[src/rtl/core/sst_pkg.sv]
package sst_pkg;

  localparam int UserW  = 31;
  localparam int ProcW  = 31;
  localparam int CountW = 9;

  localparam logic [2:0] MODE_INSERT = 3'd0;
  localparam logic [2:0] MODE_FREE   = 3'd1;
  localparam logic [2:0] MODE_FINDU  = 3'd2;
  localparam logic [2:0] MODE_FINDP  = 3'd3;
  localparam logic [2:0] MODE_COUNTU = 3'd4;

  localparam logic [1:0] ST_OK      = 2'd0;
  localparam logic [1:0] ST_MISS    = 2'd1;
  localparam logic [1:0] ST_IGNORED = 2'd2;

  localparam logic [CountW-1:0] COUNT_MAX = 9'd511;

  typedef struct packed {
    logic [ProcW-1:0] proc;
    logic [UserW-1:0] user;
  } slot_t;

  typedef enum logic [1:0] {
    FSM_IDLE = 2'b01,
    FSM_SCAN = 2'b10
  } fsm_e;

endpackage

[src/rtl/core/sst_cell.sv]
module sst_cell
  import sst_pkg::*;
(
  input  logic  clk_i,
  input  logic  rst_ni,
  input  logic  shift_i,
  input  slot_t slot_i,
  output slot_t slot_o
);

  slot_t slot_q;

  always_ff @(posedge clk_i or negedge rst_ni) begin
    if (!rst_ni) begin
      slot_q <= '0;
    end else if (shift_i) begin
      slot_q <= slot_i;
    end
  end

  assign slot_o = slot_q;

endmodule

[config.mk]
export PLATFORM = sky130hd
export DESIGN_NAME = sst_cell
export DESIGN_NICKNAME = d
export VERILOG_FILES = /design/src/rtl/core/sst_pkg.sv /design/src/rtl/core/sst_cell.sv
export SDC_FILE = /design/constraint.sdc
export NUM_CORES = 1
export LEC_CHECK = 0
export BUFFER_PORTS_ARGS = -buffer_cell sky130_fd_sc_hd__buf_2
export CAP_MARGIN = 20
export CORE_MARGIN = 8
export CORE_UTILIZATION = 49
export CTS_CLUSTER_SIZE = 40
export DETAILED_ROUTE_END_ITERATION = 7
export PLACE_DENSITY = 0.84
export SKIP_LAST_GASP = 1
export SLEW_MARGIN = 0
export SYNTH_ARGS = -nofsm -noshare
export SYNTH_HDL_FRONTEND = slang
export SYNTH_SLANG_ARGS = --single-unit
[constraint.sdc]
create_clock -name clk_i -period 1.1 [get_ports clk_i]
set_input_delay 0.22 -clock clk_i [delete_from_list [all_inputs] [get_ports clk_i]]
set_output_delay 0.22 -clock clk_i [all_outputs]
set_load 0.03 [all_outputs]
==> metrics <==
status complete, but fails checks; failing checks negative setup slack; post-route minimum period 1.14 ns; Buf/Inv on CP 1; leading post-synthesis cells by cell area dfrtp_1 (60%), mux2_4 (35%), buf_12 (4.6%), mux2_2 (0.86%), buf_6 (0.43%); area of the core 5110 µm²; FF+latch count, synth 62; net count after synthesis 196; max_slew headroom 77.9%; DR WL/cell 20.0 µm; # DRC 0; Hold Crit Class in2reg; worst-path cell chain buf_6; P&R area growth vs syn 65.3%; CTS tree built; DR iter-0 viols 68; Pre-Repair DR Iteration Count 6; total power divided by cell area 1570 nW/µm²; commonest non-fill, non-tap cell in the layout buf_2; Max-cap violations 0; Mapped Area 2610 µm²; Die X 88.9 µm; CP Class reg2out; first-pass GRT wire length between 10000 and 15000 µm; share of post-route cells with drive strength above 1 80.8%; worst-path maximum fanout 2; Via density 4.73; final number of setup-violating endpoints 32; half-perimeter wire length after placement about 4500 µm; Yosys cell types 5; synth warn 0; setup slack after layout -0.0435 ns; Worst Setup End Kind primary output; crit path DAT 0.92 ns; highest clock rate 875 MHz; Vias 1882; Avg Inst Size Synth 19.9 µm²; hold slack around 0.11 ns; Rows 26; Synth Instances 131; initial antenna violation count 0; hold path cells 2; fin cells 398; top cell type's share of synthesized area 59.5%; htree depth 3; number of global-route vias before repair 2131; Top delay family on crit path flip-flops; Antenna Nets Post-Route 0; CTS clk-pin slew, worst paths 0.08 ns; pre-CTS setup slack about 0.011 ns; WP data required ~0.88 ns; placed cells 325; Leak 2.26 nW; GP Congestion 0.764; Final Skew 0 ns; RSZ-0062 raised after global routing yes; # IOs 127; critical path depth 1; GRT Total Usage 19.8%; worst skew pair latency 0.34 ns; largest net degree at the start of global routing 63; TritonCTS Buffers 9; max reg flops 62; PnR Total Power 6.77 mW; Max stage delay on crit path ~0.42 ns; layout net count between 300 and 400; register area share after synthesis 59.5%; Tcrit/Tclk final 104%; die height 88.9 µm; CTS Root Cell clkbuf_8; detailed-route wire length between 7000 and 8000 µm; Worst-Margin Slew 0.331 ns; Initial Utilization between 50% and 60%; Final Hold Viols 0; Yosys top cell by area dfrtp_1; Peak VDD IR 1.15 mV; commonest non-fill, non-tap cells in the layout buf_2 (63), buf_6 (62), dfrtp_1 (62), mux2_4 (60), buf_4 (58); I/O Buffers 126; Sink Count between 60 and 70; buffer levels on the longest clock path 2; GRT overflow 0; Antenna Cells 0; Slew Limit Fails 0; critical path launch point type flop; reg2reg path depth 3; Slowest-stage cell, CP dfrtp_1; die area approximately 7900 µm²
[layout make-up]
class | instances | area, µm²
clock inverters | 6 | 70.1
fillers | 246 | 798
clock buffers | 10 | 138
flip-flops and latches | 62 | 1550
multi-input cells | 62 | 923
repair buffers | 188 | 1540
well taps | 70 | 87.6
[final timing paths]
path	from	end	slack (ns)
max	slot_o[35]	slot_o[35]	-0.04
min	slot_i[14]	slot_o[14]	0.11
max reg2reg	slot_o[12]	slot_o[12]	0.04
min reg2reg	slot_o[6]	slot_o[6]	0.54
max in group asynchronous	rst_ni	slot_o[40]	0.42
min in group asynchronous	rst_ni	slot_o[55]	0.40
[metrics by stage]
| step | setup TNS (ns) | util (%) | cell area [µm²] |
|---|---|---|---|
| 2_1_floorplan | 0 | - | 2610 |
| 3_3_place_gp | 0 | 64.3 | 3280 |
| 3_5_place_dp | 0 | 64.3 | 3280 |
| 4_1_cts | -0.388 | 80.5 | 4110 |
| 5_1_grt | -1.86 | 84.4 | 4310 |
| 6_report | -0.368 | 84.4 | 4310 |
[per-layer routing]
metal	routed length, µm	global-route usage (%)	up-vias
met5	0	0	-
met4	206	8.46	0
met3	699	7.72	19
met2	4170	34.8	96
met1	2880	20.5	925
li1	-	-	842
[report_power, final]
part / switching, mW / internal [mW] / total (mW)
registers: 0.186 / 2.51 / 2.70
clock network: 0.949 / 1.12 / 2.07
logic: 0.903 / 1.11 / 2.01
total: 2.04 / 4.74 / 6.77
[worst register-to-register path, cell delays in order (launching register included)]
cell	delay, ns
dfrtp_1	0.42
buf_4	0.15
buf_4	0.13
mux2_4	0.26
[synthesized netlist by cell type (all sizes together)]
library cell and instances:
dfrtp 62, buf 7, mux2 62
[kinds of logic (layout without fill, tap and decap cells)]
| kind of cell | count (synthesis) | in the layout | share of synthesized area, % |
|---|---|---|---|
| buffers and inverters | 7 | 204 | 5.04 |
| flip-flops | 62 | 62 | 59.5 |
| multiplexers | 62 | 62 | 35.4 |
[what timing repair did]
action | CTS | global route
setup endpoints to repair | 62 | 62
hold endpoints to repair | 62 | 0
buffers inserted | 30 | 26
pin swaps | 0 | 0
cloned | 0 | 0
hold buffers | 1 | 0
gates resized for setup | 123 | 1
Power figures use the tool's default switching activity.
